### config.mk
export PLATFORM = sky130hd
export DESIGN_NAME = crtw_rank_unit
export DESIGN_NICKNAME = d
export VERILOG_FILES = /design/src/hdl/complete_rank_transform_window_core_assert.svh /design/src/hdl/crtw_pkg.sv /design/src/hdl/crtw_rank_unit.sv
export SDC_FILE = /design/constraint.sdc
export NUM_CORES = 1
export LEC_CHECK = 0
export BUFFER_PORTS_ARGS = -buffer_cell sky130_fd_sc_hd__buf_2
export CELL_PAD_IN_SITES_DETAIL_PLACEMENT = 1
export CELL_PAD_IN_SITES_GLOBAL_PLACEMENT = 1
export CORE_ASPECT_RATIO = 0.9
export CORE_MARGIN = 3
export CORE_UTILIZATION = 36
export DETAILED_ROUTE_END_ITERATION = 16
export PLACE_DENSITY = 0.9
export SLEW_MARGIN = 20
export SYNTH_ARGS = -nofsm -noshare
export SYNTH_HDL_FRONTEND = slang
export SYNTH_SLANG_ARGS = --single-unit
### constraint.sdc
create_clock -name vclk -period 14
set_input_delay 3.5 -clock vclk [all_inputs]
set_output_delay 3.5 -clock vclk [all_outputs]
set_load 0.005 [all_outputs]
### src/hdl/complete_rank_transform_window_core_assert.svh
// Assertion helpers shared by the rank transform RTL.
// Each macro expects clk and rst_n in scope.
`ifndef COMPLETE_RANK_TRANSFORM_WINDOW_CORE_ASSERT_SVH
`define COMPLETE_RANK_TRANSFORM_WINDOW_CORE_ASSERT_SVH

// Condition must hold at every edge out of reset.
`define CRTW_ASSERT(label, cond, msg) \
  label: assert property (@(posedge clk) disable iff (!rst_n) (cond)) else $error(msg);

// Consequent must hold in the cycle after the antecedent.
`define CRTW_ASSERT_NEXT(label, ante, cons, msg) \
  label: assert property (@(posedge clk) disable iff (!rst_n) (ante) |=> (cons)) \
    else $error(msg);

`endif

### src/hdl/crtw_pkg.sv
`default_nettype none
package crtw_pkg;

  // field widths
  localparam int PIX_W        = 8;
  localparam int RANK_W       = 5;
  localparam int IDX_W        = 5;
  localparam int CCOL_W       = 11;
  localparam int CROW_W       = 16;
  localparam int OUT_FIELDS_W = RANK_W + IDX_W + CCOL_W + CROW_W;
  localparam int OUT_TDATA_W  = ((OUT_FIELDS_W + 7) / 8) * 8;
  localparam int OUT_PAD_W    = OUT_TDATA_W - OUT_FIELDS_W;

  // config port
  localparam int WIDTH_REG_W  = 12;
  localparam int HEIGHT_REG_W = 16;
  localparam int CFG_DATA_W   = 16;
  localparam int CFG_IDX_W    = 1;

  localparam logic [WIDTH_REG_W-1:0]  WIDTH_RESET  = 12'd2048;
  localparam logic [HEIGHT_REG_W-1:0] HEIGHT_RESET = 16'd1080;

  // parameter defaults
  localparam int DEF_WINDOW    = 5;
  localparam int DEF_MAX_WIDTH = 2048;

  typedef enum logic [CFG_IDX_W-1:0] {
    REG_IMAGE_WIDTH  = 1'b0,
    REG_IMAGE_HEIGHT = 1'b1
  } cfg_reg_t;

  // sequencer -> window store controls
  typedef struct packed {
    logic rd;     // read line store column
    logic shift;  // write back shifted column, shift window
  } win_ctl_t;

endpackage
`default_nettype wire

### src/hdl/crtw_rank_unit.sv
`default_nettype none
module crtw_rank_unit #(
  parameter int WINDOW = crtw_pkg::DEF_WINDOW
) (
  input  wire logic [WINDOW*WINDOW*crtw_pkg::PIX_W-1:0] win_flat,
  input  wire logic [$clog2(WINDOW*WINDOW)-1:0]         sel,
  output logic      [$clog2(WINDOW*WINDOW)-1:0]         rank
);
  import crtw_pkg::*;

  localparam int Area    = WINDOW * WINDOW;
  localparam int RowCntW = $clog2(WINDOW + 1);
  localparam int RankW   = $clog2(Area);

  logic [PIX_W-1:0]   pivot;
  logic [RowCntW-1:0] row_cnt [WINDOW];

  assign pivot = win_flat[sel*PIX_W +: PIX_W];

  // strict less-than leaves the pivot itself out; count per row, then sum rows
  always_comb begin
    for (int dy = 0; dy < WINDOW; dy++) begin
      row_cnt[dy] = '0;
      for (int dx = 0; dx < WINDOW; dx++) begin
        row_cnt[dy] = row_cnt[dy]
                    + RowCntW'(win_flat[(dy*WINDOW+dx)*PIX_W +: PIX_W] < pivot);
      end
    end
    rank = '0;
    for (int dy = 0; dy < WINDOW; dy++) begin
      rank = rank + RankW'(row_cnt[dy]);
    end
  end

endmodule
`default_nettype wire

==> results_tabular.tex, run 1 <==
\begin{tabular}{lr}
\hline
Metric & Value \\
\hline
\multicolumn{2}{l}{\textbf{Finish}} \\
\quad Number of antenna cells inserted & 0 \\
\quad Layout cells sized above 1 & 0.3411 \\
\quad Design Area, Final & 7626 µm² \\
\quad Most frequent cells in the layout & 207 x sky130\_fd\_sc\_hd\_\_buf\_2, 180 x sky130\_fd\_sc\_hd\_\_ha\_1, 64 x sky130\_fd\_sc\_hd\_\_a21oi\_1 \\
\quad Number of sequential cells in the layout & 0 \\
\quad Total Nets Final & 1,258 \\
\quad Count of clock buffers in the final design & 0 \\
\quad Layout overhead on the synthesized area & 25.67\% \\
\quad Most common cell after layout, fill and taps aside & sky130\_fd\_sc\_hd\_\_buf\_2 \\
\quad Total area of sequential cells & 0 µm² \\
\multicolumn{2}{l}{\textbf{Logic synthesis}} \\
\quad Mapped cell area & 6068 µm² \\
\quad Post-synthesis sequential area ratio & 0 \\
\quad Synth cell types & 36 \\
\quad Share of the synthesized area in the top cell type & 0.3711 \\
\quad Top area cells in the synthesized netlist & sky130\_fd\_sc\_hd\_\_ha\_1 37\%, sky130\_fd\_sc\_hd\_\_mux4\_2 17\%, sky130\_fd\_sc\_hd\_\_fa\_1 5.9\% \\
\quad Mapped Avg Cell Area & 9.571 µm² \\
\quad Net count after synthesis & 1,037 \\
\quad Yosys Warn Count & 0 \\
\quad Post-Synthesis Cells & 634 \\
\quad Cell type with the highest aggregate area in the netlist & sky130\_fd\_sc\_hd\_\_ha\_1 \\
\multicolumn{2}{l}{\textbf{STA}} \\
\quad Number of max-slew violations in the final report & 0 \\
\quad Final cycle utilization of the critical path & 0.9723 \\
\quad Final-report hold violation count & 0 \\
\quad Final setup violation count & 0 \\
\quad Slew of the pin with the lowest slew margin & 0.9532 ns \\
\quad Fin crit period & 13.61 ns \\
\quad Achievable Freq & 73.46 MHz \\
\quad Total Neg Setup Slack & 0 ns \\
\quad Worst slew margin relative to its limit & 0.3631 \\
\multicolumn{2}{l}{\textbf{Global routing}} \\
\quad Overflow after GRT & 0 \\
\quad Wire length of the first global-routing pass & 39,470 µm \\
\quad Number of global-route vias before repair & 7,172 \\
\quad All-Layer GR Usage & 0.2737 \\
\quad Number of antenna violations at the first check in global routing & 1 \\
\quad Pin count of the biggest net entering global routing & 32 \\
\multicolumn{2}{l}{\textbf{Floorplanning}} \\
\quad Horizontal die dimension & 142.9 µm \\
\quad Die Area & 18,450 µm² \\
\quad Chip Height & 129.2 µm \\
\quad Initial Util & 0.3711 \\
\quad Ports & 210 \\
\quad Total number of placement rows & 44 \\
\quad Core box area & 16,350 µm² \\
\multicolumn{2}{l}{\textbf{Placed design}} \\
\quad Placement Cell Area & 7592 µm² \\
\quad Final weighted congestion in routability-driven placement & 0.9458 \\
\quad HPWL after DPL & 23,050 µm \\
\quad Port buffer count & 210 \\
\multicolumn{2}{l}{\textbf{Worst hold path}} \\
\quad Hold depth & 6 \\
\quad Worst min-delay path startpoint & win\_flat[13] \\
\quad HP Class & input pin to output port \\
\quad Min-Delay Endpoint & rank[0] \\
\multicolumn{2}{l}{\textbf{Power}} \\
\quad Sum of internal, switching and leakage power & 1.157 mW \\
\quad VDD IR-drop max & 0.0002376 V \\
\quad PwrDens & 151.7 nW/µm² \\
\quad Leakage component of the power & 3.736 nW \\
\multicolumn{2}{l}{\textbf{Clock tree}} \\
\quad Number of post-CTS setup repair buffers & 0 \\
\quad Total of hold buffers inserted after clock tree synthesis & 0 \\
\multicolumn{2}{l}{\textbf{Detailed routing}} \\
\quad Routed wirelength normalized by instance count & 25.04 µm \\
\quad Vias per cell & 6.416 \\
\quad Post-detailed-route DRC marker count & 0 \\
\quad Number of search-and-repair iterations in the first detailed-routing pass & 5 \\
\quad Antenna-violating nets left & 0 \\
\quad Drt first-iter violations & 390 \\
\quad Post-Route WL & 26,540 µm \\
\quad Detailed-route via count & 6,801 \\
\multicolumn{2}{l}{\textbf{Run}} \\
\quad Max Cap Violations & 0 \\
\multicolumn{2}{l}{\textbf{Worst setup path}} \\
\quad Crit end category & output port \\
\quad Crit start category & input pin \\
\quad Path type of the worst setup path & input pin to output port \\
\quad Data arrival at the endpoint of the critical path & 10.11 ns \\
\quad Required @ worst endpoint & 10.50 ns \\
\quad Maximum fanout count along the critical path & 21 \\
\multicolumn{2}{l}{\textbf{Run status}} \\
\quad Outcome & finished clean \\
\hline
\end{tabular}
-- power breakdown --
group	total, mW	switching [mW]	internal, mW
sequential	0	0	0
combinational	1.16	0.613	0.543
clock	0	0	0
total	1.16	0.613	0.543
-- metrics by stage --
stage | setup WS (ns) | util | std cells | hold WS [ns]
detailed placement | 0.04714 | 0.4643 | 1060 | 7.902
global route | -0.006889 | 0.4664 | 1060 | 7.962
floorplan | 0.2209 | - | 634 | 7.594
CTS | 0.04146 | 0.4643 | 1060 | 7.903
finish | 0.3877 | 0.4664 | 1060 | 7.912
global placement | 0.2586 | 0.4643 | 1060 | 7.852
-- metal layers --
metal	wire [µm]	share of wire	GRT usage	up-vias
li1	-	-	-	3061
met1	11490	0.43	0.3663	3294
met4	906	0.034	0.08608	2
met2	12060	0.45	0.4586	366
met5	14	0.00053	0	-
met3	2069	0.078	0.03838	78
-- cells in the mapped netlist, types with 19 or more instances --
master	number
sky130_fd_sc_hd__nand4_1	23
sky130_fd_sc_hd__ha_1	180
sky130_fd_sc_hd__inv_1	31
sky130_fd_sc_hd__o21ai_0	39
sky130_fd_sc_hd__a21oi_1	64
sky130_fd_sc_hd__o2111ai_1	19
sky130_fd_sc_hd__a211oi_1	25
sky130_fd_sc_hd__nand2_1	41
sky130_fd_sc_hd__o21a_1	21
sky130_fd_sc_hd__mux2i_1	27
sky130_fd_sc_hd__mux4_2	45
sky130_fd_sc_hd__a21o_1	20
-- worst max-delay path: stages --
cell and delay (ns):
sky130_fd_sc_hd__buf_12 0.18, sky130_fd_sc_hd__buf_4 0.21, sky130_fd_sc_hd__mux4_2 0.52, sky130_fd_sc_hd__mux2i_1 0.32, sky130_fd_sc_hd__a22oi_1 0.17, sky130_fd_sc_hd__nand2_1 0.24
sky130_fd_sc_hd__buf_4 0.29, sky130_fd_sc_hd__ha_1 0.20, sky130_fd_sc_hd__nand4_1 0.10, sky130_fd_sc_hd__o311ai_1 0.42, sky130_fd_sc_hd__fa_1 0.53, sky130_fd_sc_hd__fa_1 0.54
sky130_fd_sc_hd__inv_1 0.06, sky130_fd_sc_hd__fa_1 0.48, sky130_fd_sc_hd__inv_1 0.06, sky130_fd_sc_hd__fa_1 0.53, sky130_fd_sc_hd__inv_1 0.09, sky130_fd_sc_hd__fa_1 0.51
sky130_fd_sc_hd__fa_1 0.46, sky130_fd_sc_hd__inv_1 0.08, sky130_fd_sc_hd__fa_1 0.21, sky130_fd_sc_hd__nor2b_1 0.06, sky130_fd_sc_hd__o21ai_0 0.14, sky130_fd_sc_hd__nand2b_1 0.06
sky130_fd_sc_hd__buf_2 0.12
-- timing repair --
action | in CTS | in global routing
endpoints found under the setup margin | 0 | 4
resized for setup | 0 | 15
endpoints found under the hold margin | 0 | 0
-- cell type report --
cell class	instances	area, µm²
tap	207	259.0
inverter	32	120.1
timing repair buffer	238	1360
multi-input combinational	583	5887
fill	1965	8725
-- how the worst max path moves through the flow --
stage          startpoint       to  cells after the start
2_1_floorplan      sel[1]  rank[1]                     25
3_3_place_gp       sel[0]  rank[4]                     28
3_5_place_dp       sel[0]  rank[4]                     28
4_1_cts            sel[0]  rank[4]                     28
5_1_grt            sel[0]  rank[4]                     28
6_report           sel[0]  rank[4]                     25
-- cell families (layout without fill, tap and decap cells) --
group	count (synthesis)	after routing	share of synthesized area
AOI/OAI and AO/OA	226	226	0.2511
adders and majority gates	198	198	0.4305
and+or+nand+nor	84	84	0.06887
muxes	73	73	0.2134
buffers and inverters	51	270	0.03320
xor gates and xnor gates	2	2	0.002887
(Power assumes the default switching activity.)
==> inputs of run 2 (changes only) <==
--- a/config.mk
+++ b/config.mk
@@ -13,6 +13,7 @@
 export CORE_UTILIZATION = 36
 export DETAILED_ROUTE_END_ITERATION = 16
 export PLACE_DENSITY = 0.9
+export SETUP_SLACK_MARGIN = 0.4
 export SLEW_MARGIN = 20
 export SYNTH_ARGS = -nofsm -noshare
 export SYNTH_HDL_FRONTEND = slang
==> constraint.sdc (replaced) <==
create_clock -name vclk -period 14
set_input_delay 0.7 -clock vclk [all_inputs]
set_output_delay 0.7 -clock vclk [all_outputs]
set_load 0.005 [all_outputs]
==> run 2 against run 1 <==
- combinational power down 4%
- sequential share of layout area unchanged
- via count down 1.1%
- global-route usage down 0.96 points
- critical endpoint unchanged
- largest cell class unchanged
==> results_tabular.tex, run 2 (synthesis gave the netlist of run 1 again) <==
\begin{tabular}{lr}
\hline
Metric & Value \\
\hline
\multicolumn{2}{l}{\textbf{Global routing}} \\
\quad Number of global-route vias before repair & 7,003 \\
\quad Pin count of the biggest net entering global routing & 52 \\
\quad Wire length of the first global-routing pass & 38,160 µm \\
\quad Overflow after GRT & 0 \\
\quad Number of antenna violations at the first check in global routing & 0 \\
\quad All-Layer GR Usage & 0.2641 \\
\multicolumn{2}{l}{\textbf{STA}} \\
\quad Number of max-slew violations in the final report & 0 \\
\quad Fin crit period & 9.161 ns \\
\quad Achievable Freq & 109.2 MHz \\
\quad Final setup violation count & 0 \\
\quad Final cycle utilization of the critical path & 0.6544 \\
\quad Final-report hold violation count & 0 \\
\quad Setup repair after global routing missed its margin & false \\
\quad Slew of the pin with the lowest slew margin & 0.9641 ns \\
\quad Total Neg Setup Slack & 0 ns \\
\quad Worst slew margin relative to its limit & 0.3557 \\
\multicolumn{2}{l}{\textbf{Floorplanning}} \\
\quad Chip Height & 129.2 µm \\
\quad Total number of placement rows & 44 \\
\quad Horizontal die dimension & 142.9 µm \\
\quad Initial Util & 0.3711 \\
\quad Die Area & 18,450 µm² \\
\quad Core box area & 16,350 µm² \\
\quad Ports & 210 \\
\multicolumn{2}{l}{\textbf{Detailed routing}} \\
\quad Detailed-route via count & 6,726 \\
\quad Vias per cell & 6.467 \\
\quad Routed wirelength normalized by instance count & 24.75 µm \\
\quad Drt first-iter violations & 429 \\
\quad Number of search-and-repair iterations in the first detailed-routing pass & 5 \\
\quad Post-Route WL & 25,740 µm \\
\quad Antenna-violating nets left & 0 \\
\quad Post-detailed-route DRC marker count & 0 \\
\multicolumn{2}{l}{\textbf{Run}} \\
\quad Max Cap Violations & 0 \\
\multicolumn{2}{l}{\textbf{Power}} \\
\quad Sequential share of power & 0 \\
\quad Fraction of power spent switching nets & 0.5300 \\
\quad Leakage component of the power & 3.606 nW \\
\quad VDD IR-drop max & 0.0002283 V \\
\quad Combinational share of power & 1.000 \\
\quad Sw Pwr & 0.5864 mW \\
\quad Internal power of the cells & 0.5201 mW \\
\quad Share of power burned in the clock network & 0 \\
\quad PwrDens & 150.3 nW/µm² \\
\multicolumn{2}{l}{\textbf{Finish}} \\
\quad Most frequent cells in the layout & 209 x sky130\_fd\_sc\_hd\_\_buf\_2, 180 x sky130\_fd\_sc\_hd\_\_ha\_1, 64 x sky130\_fd\_sc\_hd\_\_a21oi\_1 \\
\quad Fillers & 1,974 \\
\quad Total Nets Final & 1,238 \\
\quad Area occupied by multi-input gates & 5869 µm² \\
\quad Layout overhead on the synthesized area & 21.32\% \\
\quad Most common cell after layout, fill and taps aside & sky130\_fd\_sc\_hd\_\_buf\_2 \\
\quad Layout cells sized above 1 & 0.3217 \\
\quad Design Area, Final & 7362 µm² \\
\quad Number of antenna cells inserted & 0 \\
\quad Count of clock buffers in the final design & 0 \\
\quad Total area of sequential cells & 0 µm² \\
\quad Number of sequential cells in the layout & 0 \\
\multicolumn{2}{l}{\textbf{Worst setup path}} \\
\quad Path type of the worst setup path & input pin to output port \\
\quad Crit end category & output port \\
\quad Maximum fanout count along the critical path & 51 \\
\quad Required @ worst endpoint & 13.30 ns \\
\quad Data arrival at the endpoint of the critical path & 8.46 ns \\
\quad Crit start category & input pin \\
\multicolumn{2}{l}{\textbf{Run status}} \\
\quad Outcome & finished clean \\
\multicolumn{2}{l}{\textbf{Worst hold path}} \\
\quad Hold depth & 6 \\
\quad HP Class & input pin to output port \\
\quad Min-Delay Endpoint & rank[0] \\
\quad Worst min-delay path startpoint & win\_flat[13] \\
\multicolumn{2}{l}{\textbf{Clock tree}} \\
\quad Total of hold buffers inserted after clock tree synthesis & 0 \\
\quad Number of post-CTS setup repair buffers & 0 \\
\quad CTS-repair resized insts & 0 \\
\multicolumn{2}{l}{\textbf{Placed design}} \\
\quad HPWL after DPL & 21,920 µm \\
\quad Final weighted congestion in routability-driven placement & 0.9433 \\
\quad Port buffer count & 210 \\
\quad Placement Cell Area & 7360 µm² \\
\hline
\end{tabular}
run 2: power by group through the flow:
| stage | logic (mW) | registers [mW] | clock network [mW] |
|---|---|---|---|
| 6_report | 1.11 | 0 | 0 |
| 5_1_grt | 1.25 | 0 | 0 |
| 4_1_cts | 1.13 | 0 | 0 |
| 3_5_place_dp | 1.12 | 0 | 0 |
| 3_3_place_gp | 1.07 | 0 | 0 |
| 2_1_floorplan | 0.710 | 0 | 0 |
run 2: area by class of cell:
| class | count | share of cell area |
|---|---|---|
| multi-input cells | 583 | 0.7972 |
| well taps | 207 | 0.03518 |
| inverters | 32 | 0.01632 |
| repair buffers | 218 | 0.1513 |
run 2: through the flow:
stage / instances / util / hold WS [ns] / power, mW / worst slack (ns)
3_3_place_gp: 1040 / 0.4501 / 2.244 / 1.066 / 4.976
3_5_place_dp: 1040 / 0.4501 / 2.252 / 1.119 / 4.806
6_report: 1040 / 0.4503 / 2.242 / 1.107 / 4.839
2_1_floorplan: 634 / - / 1.994 / 0.7096 / 5.821
5_1_grt: 1040 / 0.4503 / 2.285 / 1.252 / 4.387
4_1_cts: 1040 / 0.4501 / 2.252 / 1.126 / 4.786
run 2: worst max-delay path, stage by stage:
cell and delay (ns):
sky130_fd_sc_hd__buf_4 0.72, sky130_fd_sc_hd__mux4_2 0.61, sky130_fd_sc_hd__mux2i_1 0.27, sky130_fd_sc_hd__a22oi_1 0.13
sky130_fd_sc_hd__nand2_1 0.74, sky130_fd_sc_hd__buf_4 0.32, sky130_fd_sc_hd__ha_1 0.26, sky130_fd_sc_hd__a211oi_1 0.26
sky130_fd_sc_hd__a21oi_1 0.11, sky130_fd_sc_hd__o2111ai_1 0.21, sky130_fd_sc_hd__o311ai_1 0.16, sky130_fd_sc_hd__fa_1 0.50
sky130_fd_sc_hd__fa_1 0.55, sky130_fd_sc_hd__inv_1 0.05, sky130_fd_sc_hd__fa_1 0.48, sky130_fd_sc_hd__inv_1 0.06
sky130_fd_sc_hd__fa_1 0.54, sky130_fd_sc_hd__inv_1 0.07, sky130_fd_sc_hd__fa_1 0.51, sky130_fd_sc_hd__fa_1 0.45
sky130_fd_sc_hd__inv_1 0.08, sky130_fd_sc_hd__fa_1 0.20, sky130_fd_sc_hd__nor2b_1 0.06, sky130_fd_sc_hd__o21ai_0 0.18
sky130_fd_sc_hd__nand2b_1 0.07, sky130_fd_sc_hd__buf_2 0.12
run 2: how the worst max path moves through the flow:
stage / slack [ns] / endpoint / from
floorplan: 5.82 / rank[1] / sel[1]
global placement: 4.98 / rank[4] / sel[0]
detailed placement: 4.81 / rank[4] / sel[0]
CTS: 4.79 / rank[4] / sel[0]
global route: 4.39 / rank[4] / sel[0]
finish: 4.84 / rank[4] / sel[0]
run 2: layer usage:
metal  GRT usage  wire length, µm
met5           0                0
met4     0.05590              611
met3     0.02841             2305
met2      0.4514            11930
met1      0.3625            10900
